### config.mk
export PLATFORM = sky130hd
export DESIGN_NAME = at_command_line_buffer
export DESIGN_NICKNAME = d
export VERILOG_FILES = /design/src/rtl/atcl_pkg.sv /design/src/rtl/atcl_datapath.sv /design/src/rtl/atcl_controller.sv /design/src/rtl/at_command_line_buffer.sv
export SDC_FILE = /design/constraint.sdc
export NUM_CORES = 1
export LEC_CHECK = 0
export BUFFER_PORTS_ARGS = -buffer_cell sky130_fd_sc_hd__buf_2
export CORE_MARGIN = 2
export CORE_UTILIZATION = 50
export DETAILED_ROUTE_END_ITERATION = 16
export GPL_TIMING_DRIVEN = 1
export PLACE_DENSITY = 0.76
export SKIP_CTS_REPAIR_TIMING = 1
export SKIP_LAST_GASP = 1
export SYNTH_ARGS = -nofsm -noshare
export SYNTH_HDL_FRONTEND = slang
export SYNTH_SLANG_ARGS = --single-unit
### constraint.sdc
create_clock -name clk -period 5.9 [get_ports clk]
set_input_delay 0.59 -clock clk [delete_from_list [all_inputs] [get_ports clk]]
set_output_delay 0.59 -clock clk [all_outputs]
set_load 0.05 [all_outputs]
### src/rtl/atcl_pkg.sv
// shared types, constants and helpers for the at command line buffer
package atcl_pkg;

  localparam int DEPTH = 64;
  localparam int PTR_W = (DEPTH > 1) ? $clog2(DEPTH) : 1;
  localparam int CNT_W = PTR_W + 1;
  localparam int SUM_W = PTR_W + 2;

  localparam int ERR_LEN = 7;
  localparam int IDX_W   = 3;

  typedef logic [PTR_W-1:0] ptr_t;
  typedef logic [CNT_W-1:0] cnt_t;
  typedef logic [IDX_W-1:0] idx_t;
  typedef logic [1:0]       kind_t;
  typedef logic [1:0]       src_t;

  localparam kind_t KIND_ERR   = 2'd0;
  localparam kind_t KIND_READY = 2'd1;
  localparam kind_t KIND_DATA  = 2'd2;
  localparam kind_t KIND_EMPTY = 2'd3;

  localparam src_t SRC_ZERO = 2'd0;
  localparam src_t SRC_MEM  = 2'd1;
  localparam src_t SRC_TEXT = 2'd2;

  localparam logic [7:0] TERM_CHAR = 8'h1A;
  localparam logic [7:0] CH_A_UP   = 8'h41;
  localparam logic [7:0] CH_A_LO   = 8'h61;
  localparam logic [7:0] CH_T_UP   = 8'h54;
  localparam logic [7:0] CH_T_LO   = 8'h74;

  typedef struct packed {
    logic  wr_en;
    logic  rd_en;
    logic  rd_next;
    logic  pop1;
    logic  pop2;
    logic  clear;
    logic  out_load;
    kind_t out_kind;
    src_t  out_src;
    idx_t  out_idx;
    logic  out_last;
  } cmd_t;

  typedef struct packed {
    logic fill_zero;
    logic fill_full;
    logic fill_ge2;
    logic rx_term;
    logic is_a;
    logic is_t;
    logic slot_free;
  } sts_t;

  function automatic logic [7:0] err_char(idx_t idx);
    logic [7:0] c;
    unique case (idx)
      3'd0:    c = 8'h45;
      3'd1:    c = 8'h52;
      3'd2:    c = 8'h52;
      3'd3:    c = 8'h4F;
      3'd4:    c = 8'h52;
      3'd5:    c = 8'h0A;
      default: c = 8'h00;
    endcase
    return c;
  endfunction

  // circular pointer add, k never exceeds the depth
  function automatic ptr_t ptr_add(ptr_t p, cnt_t k);
    logic [SUM_W-1:0] s;
    s = {2'b00, p} + {1'b0, k};
    if (s >= SUM_W'(DEPTH)) s = s - SUM_W'(DEPTH);
    return s[PTR_W-1:0];
  endfunction

endpackage

### src/rtl/atcl_datapath.sv
// byte store, pointers, fill count and output register
module atcl_datapath (
  input  logic                clk,
  input  logic                rst_n,
  input  logic [7:0]          in_rx_byte,
  input  atcl_pkg::cmd_t      cmd,
  output atcl_pkg::sts_t      sts,
  input  logic                out_stall,
  output logic                out_valid,
  output logic [1:0]          out_kind,
  output logic [7:0]          out_byte,
  output logic                out_last
);

  logic [7:0]     mem [atcl_pkg::DEPTH];
  logic [7:0]     rd_data_r;
  atcl_pkg::ptr_t rp_r, rp_nxt;
  atcl_pkg::cnt_t fill_r, fill_nxt;
  atcl_pkg::ptr_t rd_addr, wr_addr;
  logic           out_valid_r;
  logic [1:0]     out_kind_r;
  logic [7:0]     out_byte_r, out_byte_nxt;
  logic           out_last_r;

  always_comb begin
    rd_addr = cmd.rd_next ? atcl_pkg::ptr_add(rp_r, atcl_pkg::cnt_t'(1)) : rp_r;
    wr_addr = atcl_pkg::ptr_add(rp_r, fill_r);
  end

  always_ff @(posedge clk) begin
    if (cmd.wr_en) begin
      mem[wr_addr] <= in_rx_byte;
    end
    if (cmd.rd_en) begin
      rd_data_r <= mem[rd_addr];
    end
  end

  always_comb begin
    rp_nxt   = rp_r;
    fill_nxt = fill_r;
    priority if (cmd.clear) begin
      rp_nxt   = '0;
      fill_nxt = '0;
    end else if (cmd.wr_en) begin
      fill_nxt = fill_r + atcl_pkg::cnt_t'(1);
    end else if (cmd.pop1) begin
      rp_nxt   = atcl_pkg::ptr_add(rp_r, atcl_pkg::cnt_t'(1));
      fill_nxt = fill_r - atcl_pkg::cnt_t'(1);
    end else if (cmd.pop2) begin
      rp_nxt   = atcl_pkg::ptr_add(rp_r, atcl_pkg::cnt_t'(2));
      fill_nxt = fill_r - atcl_pkg::cnt_t'(2);
    end
  end

  always_ff @(posedge clk) begin
    if (!rst_n) begin
      rp_r   <= '0;
      fill_r <= '0;
    end else begin
      rp_r   <= rp_nxt;
      fill_r <= fill_nxt;
    end
  end

  always_comb begin
    unique case (cmd.out_src)
      atcl_pkg::SRC_MEM:  out_byte_nxt = rd_data_r;
      atcl_pkg::SRC_TEXT: out_byte_nxt = atcl_pkg::err_char(cmd.out_idx);
      default:            out_byte_nxt = 8'h00;
    endcase
  end

  always_ff @(posedge clk) begin
    if (!rst_n) begin
      out_valid_r <= 1'b0;
    end else if (cmd.out_load) begin
      out_valid_r <= 1'b1;
    end else if (!out_stall) begin
      out_valid_r <= 1'b0;
    end
  end

  always_ff @(posedge clk) begin
    if (cmd.out_load) begin
      out_kind_r <= cmd.out_kind;
      out_byte_r <= out_byte_nxt;
      out_last_r <= cmd.out_last;
    end
  end

  always_comb begin
    sts.fill_zero = (fill_r == '0);
    sts.fill_full = (fill_r == atcl_pkg::cnt_t'(atcl_pkg::DEPTH));
    sts.fill_ge2  = (fill_r >= atcl_pkg::cnt_t'(2));
    sts.rx_term   = (in_rx_byte == atcl_pkg::TERM_CHAR);
    sts.is_a      = (rd_data_r == atcl_pkg::CH_A_UP) || (rd_data_r == atcl_pkg::CH_A_LO);
    sts.is_t      = (rd_data_r == atcl_pkg::CH_T_UP) || (rd_data_r == atcl_pkg::CH_T_LO);
    sts.slot_free = !out_valid_r || !out_stall;
  end

  assign out_valid = out_valid_r;
  assign out_kind  = out_kind_r;
  assign out_byte  = out_byte_r;
  assign out_last  = out_last_r;

endmodule

### src/rtl/atcl_controller.sv
// state machine sequencing receive, terminator check, read and error text
module atcl_controller (
  input  logic           clk,
  input  logic           rst_n,
  input  logic           in_valid,
  input  logic           in_action,
  output logic           in_stall,
  input  atcl_pkg::sts_t sts,
  output atcl_pkg::cmd_t cmd
);

  localparam logic [2:0] S_IDLE = 3'd0;
  localparam logic [2:0] S_CHK0 = 3'd1;
  localparam logic [2:0] S_CHK1 = 3'd2;
  localparam logic [2:0] S_EMIT = 3'd3;
  localparam logic [2:0] S_ERR  = 3'd4;

  logic [2:0]            state_r, state_nxt;
  atcl_pkg::kind_t       kind_r, kind_nxt;
  atcl_pkg::idx_t        idx_r, idx_nxt;
  logic                  err_last;

  assign in_stall = (state_r != S_IDLE);
  assign err_last = (idx_r == atcl_pkg::idx_t'(atcl_pkg::ERR_LEN - 1));

  always_comb begin
    state_nxt = state_r;
    kind_nxt  = kind_r;
    idx_nxt   = idx_r;
    cmd       = '0;
    unique case (state_r)
      S_IDLE: begin
        if (in_valid) begin
          if (in_action) begin
            state_nxt = S_EMIT;
            if (sts.fill_zero) begin
              kind_nxt = atcl_pkg::KIND_EMPTY;
            end else begin
              kind_nxt   = atcl_pkg::KIND_DATA;
              cmd.rd_en  = 1'b1;
              cmd.pop1   = 1'b1;
            end
          end else if (sts.fill_full) begin
            cmd.clear = 1'b1;
            idx_nxt   = '0;
            state_nxt = S_ERR;
          end else begin
            cmd.wr_en = 1'b1;
            if (sts.rx_term) begin
              if (sts.fill_ge2) begin
                cmd.rd_en = 1'b1;
                state_nxt = S_CHK0;
              end else begin
                cmd.wr_en = 1'b0;
                cmd.clear = 1'b1;
                idx_nxt   = '0;
                state_nxt = S_ERR;
              end
            end
          end
        end
      end
      S_CHK0: begin
        if (sts.is_a) begin
          cmd.rd_en   = 1'b1;
          cmd.rd_next = 1'b1;
          state_nxt   = S_CHK1;
        end else begin
          cmd.clear = 1'b1;
          idx_nxt   = '0;
          state_nxt = S_ERR;
        end
      end
      S_CHK1: begin
        if (sts.is_t) begin
          cmd.pop2  = 1'b1;
          kind_nxt  = atcl_pkg::KIND_READY;
          state_nxt = S_EMIT;
        end else begin
          cmd.clear = 1'b1;
          idx_nxt   = '0;
          state_nxt = S_ERR;
        end
      end
      S_EMIT: begin
        if (sts.slot_free) begin
          cmd.out_load = 1'b1;
          cmd.out_kind = kind_r;
          cmd.out_src  = (kind_r == atcl_pkg::KIND_DATA) ? atcl_pkg::SRC_MEM
                                                          : atcl_pkg::SRC_ZERO;
          cmd.out_last = 1'b1;
          state_nxt    = S_IDLE;
        end
      end
      S_ERR: begin
        if (sts.slot_free) begin
          cmd.out_load = 1'b1;
          cmd.out_kind = atcl_pkg::KIND_ERR;
          cmd.out_src  = atcl_pkg::SRC_TEXT;
          cmd.out_idx  = idx_r;
          cmd.out_last = err_last;
          if (err_last) begin
            state_nxt = S_IDLE;
          end else begin
            idx_nxt = idx_r + atcl_pkg::idx_t'(1);
          end
        end
      end
      default: begin
        state_nxt = S_IDLE;
      end
    endcase
  end

  always_ff @(posedge clk) begin
    if (!rst_n) begin
      state_r <= S_IDLE;
      kind_r  <= atcl_pkg::KIND_ERR;
      idx_r   <= '0;
    end else begin
      state_r <= state_nxt;
      kind_r  <= kind_nxt;
      idx_r   <= idx_nxt;
    end
  end

endmodule

### src/rtl/at_command_line_buffer.sv
// top level of the at command line buffer
//
//   channel   direction  ports
//   in        input      in_valid, in_stall, in_action, in_rx_byte
//   out       output     out_valid, out_stall, out_kind, out_byte, out_last
//
// an ordinary byte is written in IDLE, a read passes EMIT, a matched terminator
// passes CHK0, CHK1, EMIT, set by the byte store's single read port, checked one
// byte per cycle; an error run sends 7 text bytes through the output register
// reset clears pointers, fill count, controller and output valid; no clearing pass
// out_stall holds the output register and the controller waits on it
module at_command_line_buffer (
  input  logic       clk,
  input  logic       rst_n,
  input  logic       in_valid,
  output logic       in_stall,
  input  logic       in_action,
  input  logic [7:0] in_rx_byte,
  output logic       out_valid,
  input  logic       out_stall,
  output logic [1:0] out_kind,
  output logic [7:0] out_byte,
  output logic       out_last
);

  atcl_pkg::cmd_t cmd;
  atcl_pkg::sts_t sts;

  atcl_controller u_ctrl (
    .clk       (clk),
    .rst_n     (rst_n),
    .in_valid  (in_valid),
    .in_action (in_action),
    .in_stall  (in_stall),
    .sts       (sts),
    .cmd       (cmd)
  );

  atcl_datapath u_dp (
    .clk        (clk),
    .rst_n      (rst_n),
    .in_rx_byte (in_rx_byte),
    .cmd        (cmd),
    .sts        (sts),
    .out_stall  (out_stall),
    .out_valid  (out_valid),
    .out_kind   (out_kind),
    .out_byte   (out_byte),
    .out_last   (out_last)
  );

endmodule

==> flow_summary.json <==
{
  "syn2layout_area_growth_pct": 10.9,
  "dieHeight_um": 217,
  "num_io_pins": 26,
  "avgSynthCellArea_um2": 13.0,
  "grt_pass1_wl_mm": 85.0,
  "fin_crit_sh_pct": 74.5,
  "vias": 14700,
  "cp_common_cell": "nand4_1",
  "worstPathRequired_ns": 6.26,
  "ys_seq_area_share_pct": 72.6,
  "dieArea_um2": 46900,
  "cts.htree.levels": 2,
  "drt-vias-per-instance": 6.13,
  "slew_headroom_pct": 12.8,
  "p_leak_nw": 8.49,
  "cts.sinks": 553,
  "cts_tree": "built",
  "syn_nets": 1771,
  "die_w_um": 217,
  "cap_viol_max_count": 0,
  "min_from": "rst_n",
  "std_cell_rows": 77,
  "gp_congestion": 0.886,
  "timing.fmax_mhz": 227,
  "numCtsBuffers": 53,
  "synth_warnings": 0,
  "netlist_area_um2": 22600,
  "clkLatencyLatePin_ns": 0.61,
  "synth_compound_area_share_pct": 5.21,
  "ant_nets": 0,
  "grt_antenna_before_repair": 1,
  "dr.pass1.iters": 6,
  "grt.total_usage_pct": 23.8,
  "drive_above_1_share_pct": 7.89,
  "arrival_ns": 4.76,
  "muxShareOfSynthArea_pct": 2.09,
  "hold_ws_ns": 0.282,
  "port_buffers": 25,
  "yosys_register_bits": 553,
  "dpl.hpwl_mm": 33.3,
  "clkTransAtPathRegs_ns": 0.06,
  "netlist.area_leader.share_pct": 70.6,
  "ir_drop_mv": 0.214,
  "start_util_pct": 50.8,
  "crit_start": "u_dp.rd_data_r[3]$_DFFE_PP_",
  "clock_skew_ns": 0.0221,
  "yosys.area.top_type": "edfxtp_1",
  "synth_simple_gate_area_share_pct": 16.1,
  "fin_nets": 1792,
  "clockBufferDepth": 3,
  "min_to": "u_ctrl.kind_r[0]$_SDFFE_PN0P_",
  "end_kind": "flop",
  "synth_cell_types": 66,
  "synth_top_family_by_area": "simple AND/OR/NAND/NOR gates",
  "hp-class": "in2reg",
  "drcViolationCount": 0,
  "synth_edf_count": 531,
  "fin_tns_setup_ns": 0,
  "synth.area.top_cells": "edfxtp_1 71%, nand2_1 7.6%, nand3_1 3.5%",
  "slew_violations": 0,
  "grt_overflow": 0,
  "worstHoldPathCells": 2,
  "synthAdderAreaFrac_pct": 0.975,
  "crit_chain": "or4b_4 -> or4_4 -> o2bb2ai_4 -> buf_4 -> a31oi_1 -> nand4_1 -> nand4_1 -> mux2_2",
  "slowest_stage": "o2bb2ai_4",
  "nFillCells": 3332,
  "worstMarginPinSlew_ns": 1.31,
  "r2r_start": "u_dp.rd_data_r[3]$_DFFE_PP_",
  "grt_max_degree": 110,
  "wl_per_cell_um": 23.4,
  "grt_pass1_vias": 14000,
  "crit_path_max_fanout": 43,
  "core_um2": 44400,
  "root_buffer": "clkbuf_16",
  "p_per_area_nw_per_um2": 400,
  "routed_wl_mm": 55.9,
  "grt_setup_unrepaired": "false",
  "fin_crit_ns": 4.40,
  "setup_viol": 0,
  "reg2reg_to": "u_dp.rd_data_r[6]$_DFFE_PP_",
  "r2r_slack_ns": 1.50,
  "startpoint_type": "flop",
  "multi_input_comb_area_um2": 5810,
  "diodes": 0,
  "register_area_um2": 16400,
  "status": "finished clean",
  "critPathKind": "reg2reg",
  "reg2reg_depth": 8,
  "synth_cells": 1741,
  "synth-xor-area-share_pct": 1.01,
  "synthArstFlopShare_pct": 0,
  "cp_slowest_stage_delay_ns": 1.02,
  "synthFlopType": "edfxtp_1",
  "drt_iter0_drc": 2549,
  "hold_viol": 0
}
-- critical path: cells and delay by family (launching register included) --
family | cells | cell delay (ns)
buffers and inverters | 1 | 0.46
DFF | 1 | 0.46
AOI/OAI and AO/OA | 2 | 1.17
and+or+nand+nor | 4 | 1.64
muxes | 1 | 0.36
-- final cells by class --
cell class	instances	area share, %
clock buffers	64	5.54
well taps	592	2.96
inverters	18	0.270
repair buffers	55	1.65
multi-input cells	1081	23.2
clock inverters	29	0.964
flip-flops and latches	553	65.4
-- worst max-delay path by stage --
stage                                   to
2_1_floorplan  u_dp.rd_data_r[6]$_DFFE_PP_
3_3_place_gp     u_dp.mem[59][3]$_DFFE_PP_
3_5_place_dp   u_dp.rd_data_r[4]$_DFFE_PP_
4_1_cts        u_dp.rd_data_r[4]$_DFFE_PP_
5_1_grt        u_dp.rd_data_r[6]$_DFFE_PP_
6_report       u_dp.rd_data_r[6]$_DFFE_PP_
-- cells in the final DEF (no fill, tap or decap), types with 3 or more instances in the layout --
cell,instances
a21oi_1,21
o2bb2ai_4,4
a31oi_1,63
buf_12,5
inv_1,18
clkinv_4,3
mux2i_1,46
xnor2_1,13
clkbuf_1,10
nand3_1,160
buf_4,25
and2_1,3
nor3_1,4
buf_2,25
dfxtp_1,22
clkinv_2,8
nor2b_1,5
or3_1,3
nand2_1,458
nor2_1,98
a22oi_1,8
a222oi_1,7
o21ai_0,14
a211oi_1,3
clkbuf_16,54
nand4_1,66
o21a_1,9
edfxtp_1,531
clkinv_1,13
bufinv_16,3
xor2_1,11
a221oi_1,9
a32oi_1,11
and3_1,6
ha_1,16
-- Yosys cell counts (3+ instances only) --
cell type	instances
or3_1	3
nor2_1	98
buf_1	3
clkbuf_1	64
dfxtp_1	22
a221oi_1	9
a222oi_1	7
buf_6	3
a21oi_1	21
o21ai_0	14
nand3_1	160
nand4_1	66
a32oi_1	11
buf_2	16
a31oi_1	63
mux2i_1	46
xor2_1	12
nor3_1	4
a22oi_1	8
a211oi_1	3
nand2_1	458
inv_1	18
o21a_1	9
ha_1	16
xnor2_1	14
and2_1	3
and3_1	6
buf_4	3
nor2b_1	5
edfxtp_1	531
-- sequential cells by signal, summed over array words and instances (netlist names), 2 cells and up --
| signal | count |
|---|---|
| u_dp.mem | 512 |
| u_ctrl.state_r | 3 |
| u_ctrl.kind_r | 2 |
| u_dp.rp_r | 6 |
| u_dp.fill_r | 7 |
| u_ctrl.idx_r | 3 |
| u_dp.out_kind | 2 |
| u_dp.rd_data_r | 8 |
| u_dp.out_byte | 8 |
-- report_power, final --
group          internal [mW]  switching, mW  leakage (nW)  total [mW]
combinational          0.669           1.54          2.73        2.21
sequential              4.45          0.111          4.96        4.56
clock                   1.81           1.43         0.800        3.24
-- cells by family after synthesis --
group	count (synthesis)
buffers and inverters	107
AO/OA/AOI/OAI	165
flip-flops	553
AND/OR/NAND/NOR	826
XOR/XNOR	26
multiplexers	47
adder cells (fa/ha/maj)	17
-- metrics by stage --
step	instance area [µm²]	total power, mW	instances	util, %	setup slack [ns]
global route	25100	10.4	2392	56.4	1.27
detailed placement	23400	6.81	2299	52.7	1.62
finish	25100	10.0	2392	56.4	1.50
floorplan	22600	6.10	1741	-	3.07
CTS	25100	10.0	2392	56.4	1.60
global placement	23400	6.75	2298	52.7	1.68
-- routing by layer --
layer	vias to the layer above	track usage, %	routed length [µm]
li1	6490	-	-
met1	7124	33.5	22400
met2	919	36.1	25600
met3	127	6.20	5990
met4	2	8.58	1900
met5	-	0	13
Power figures use the tool's default switching activity.
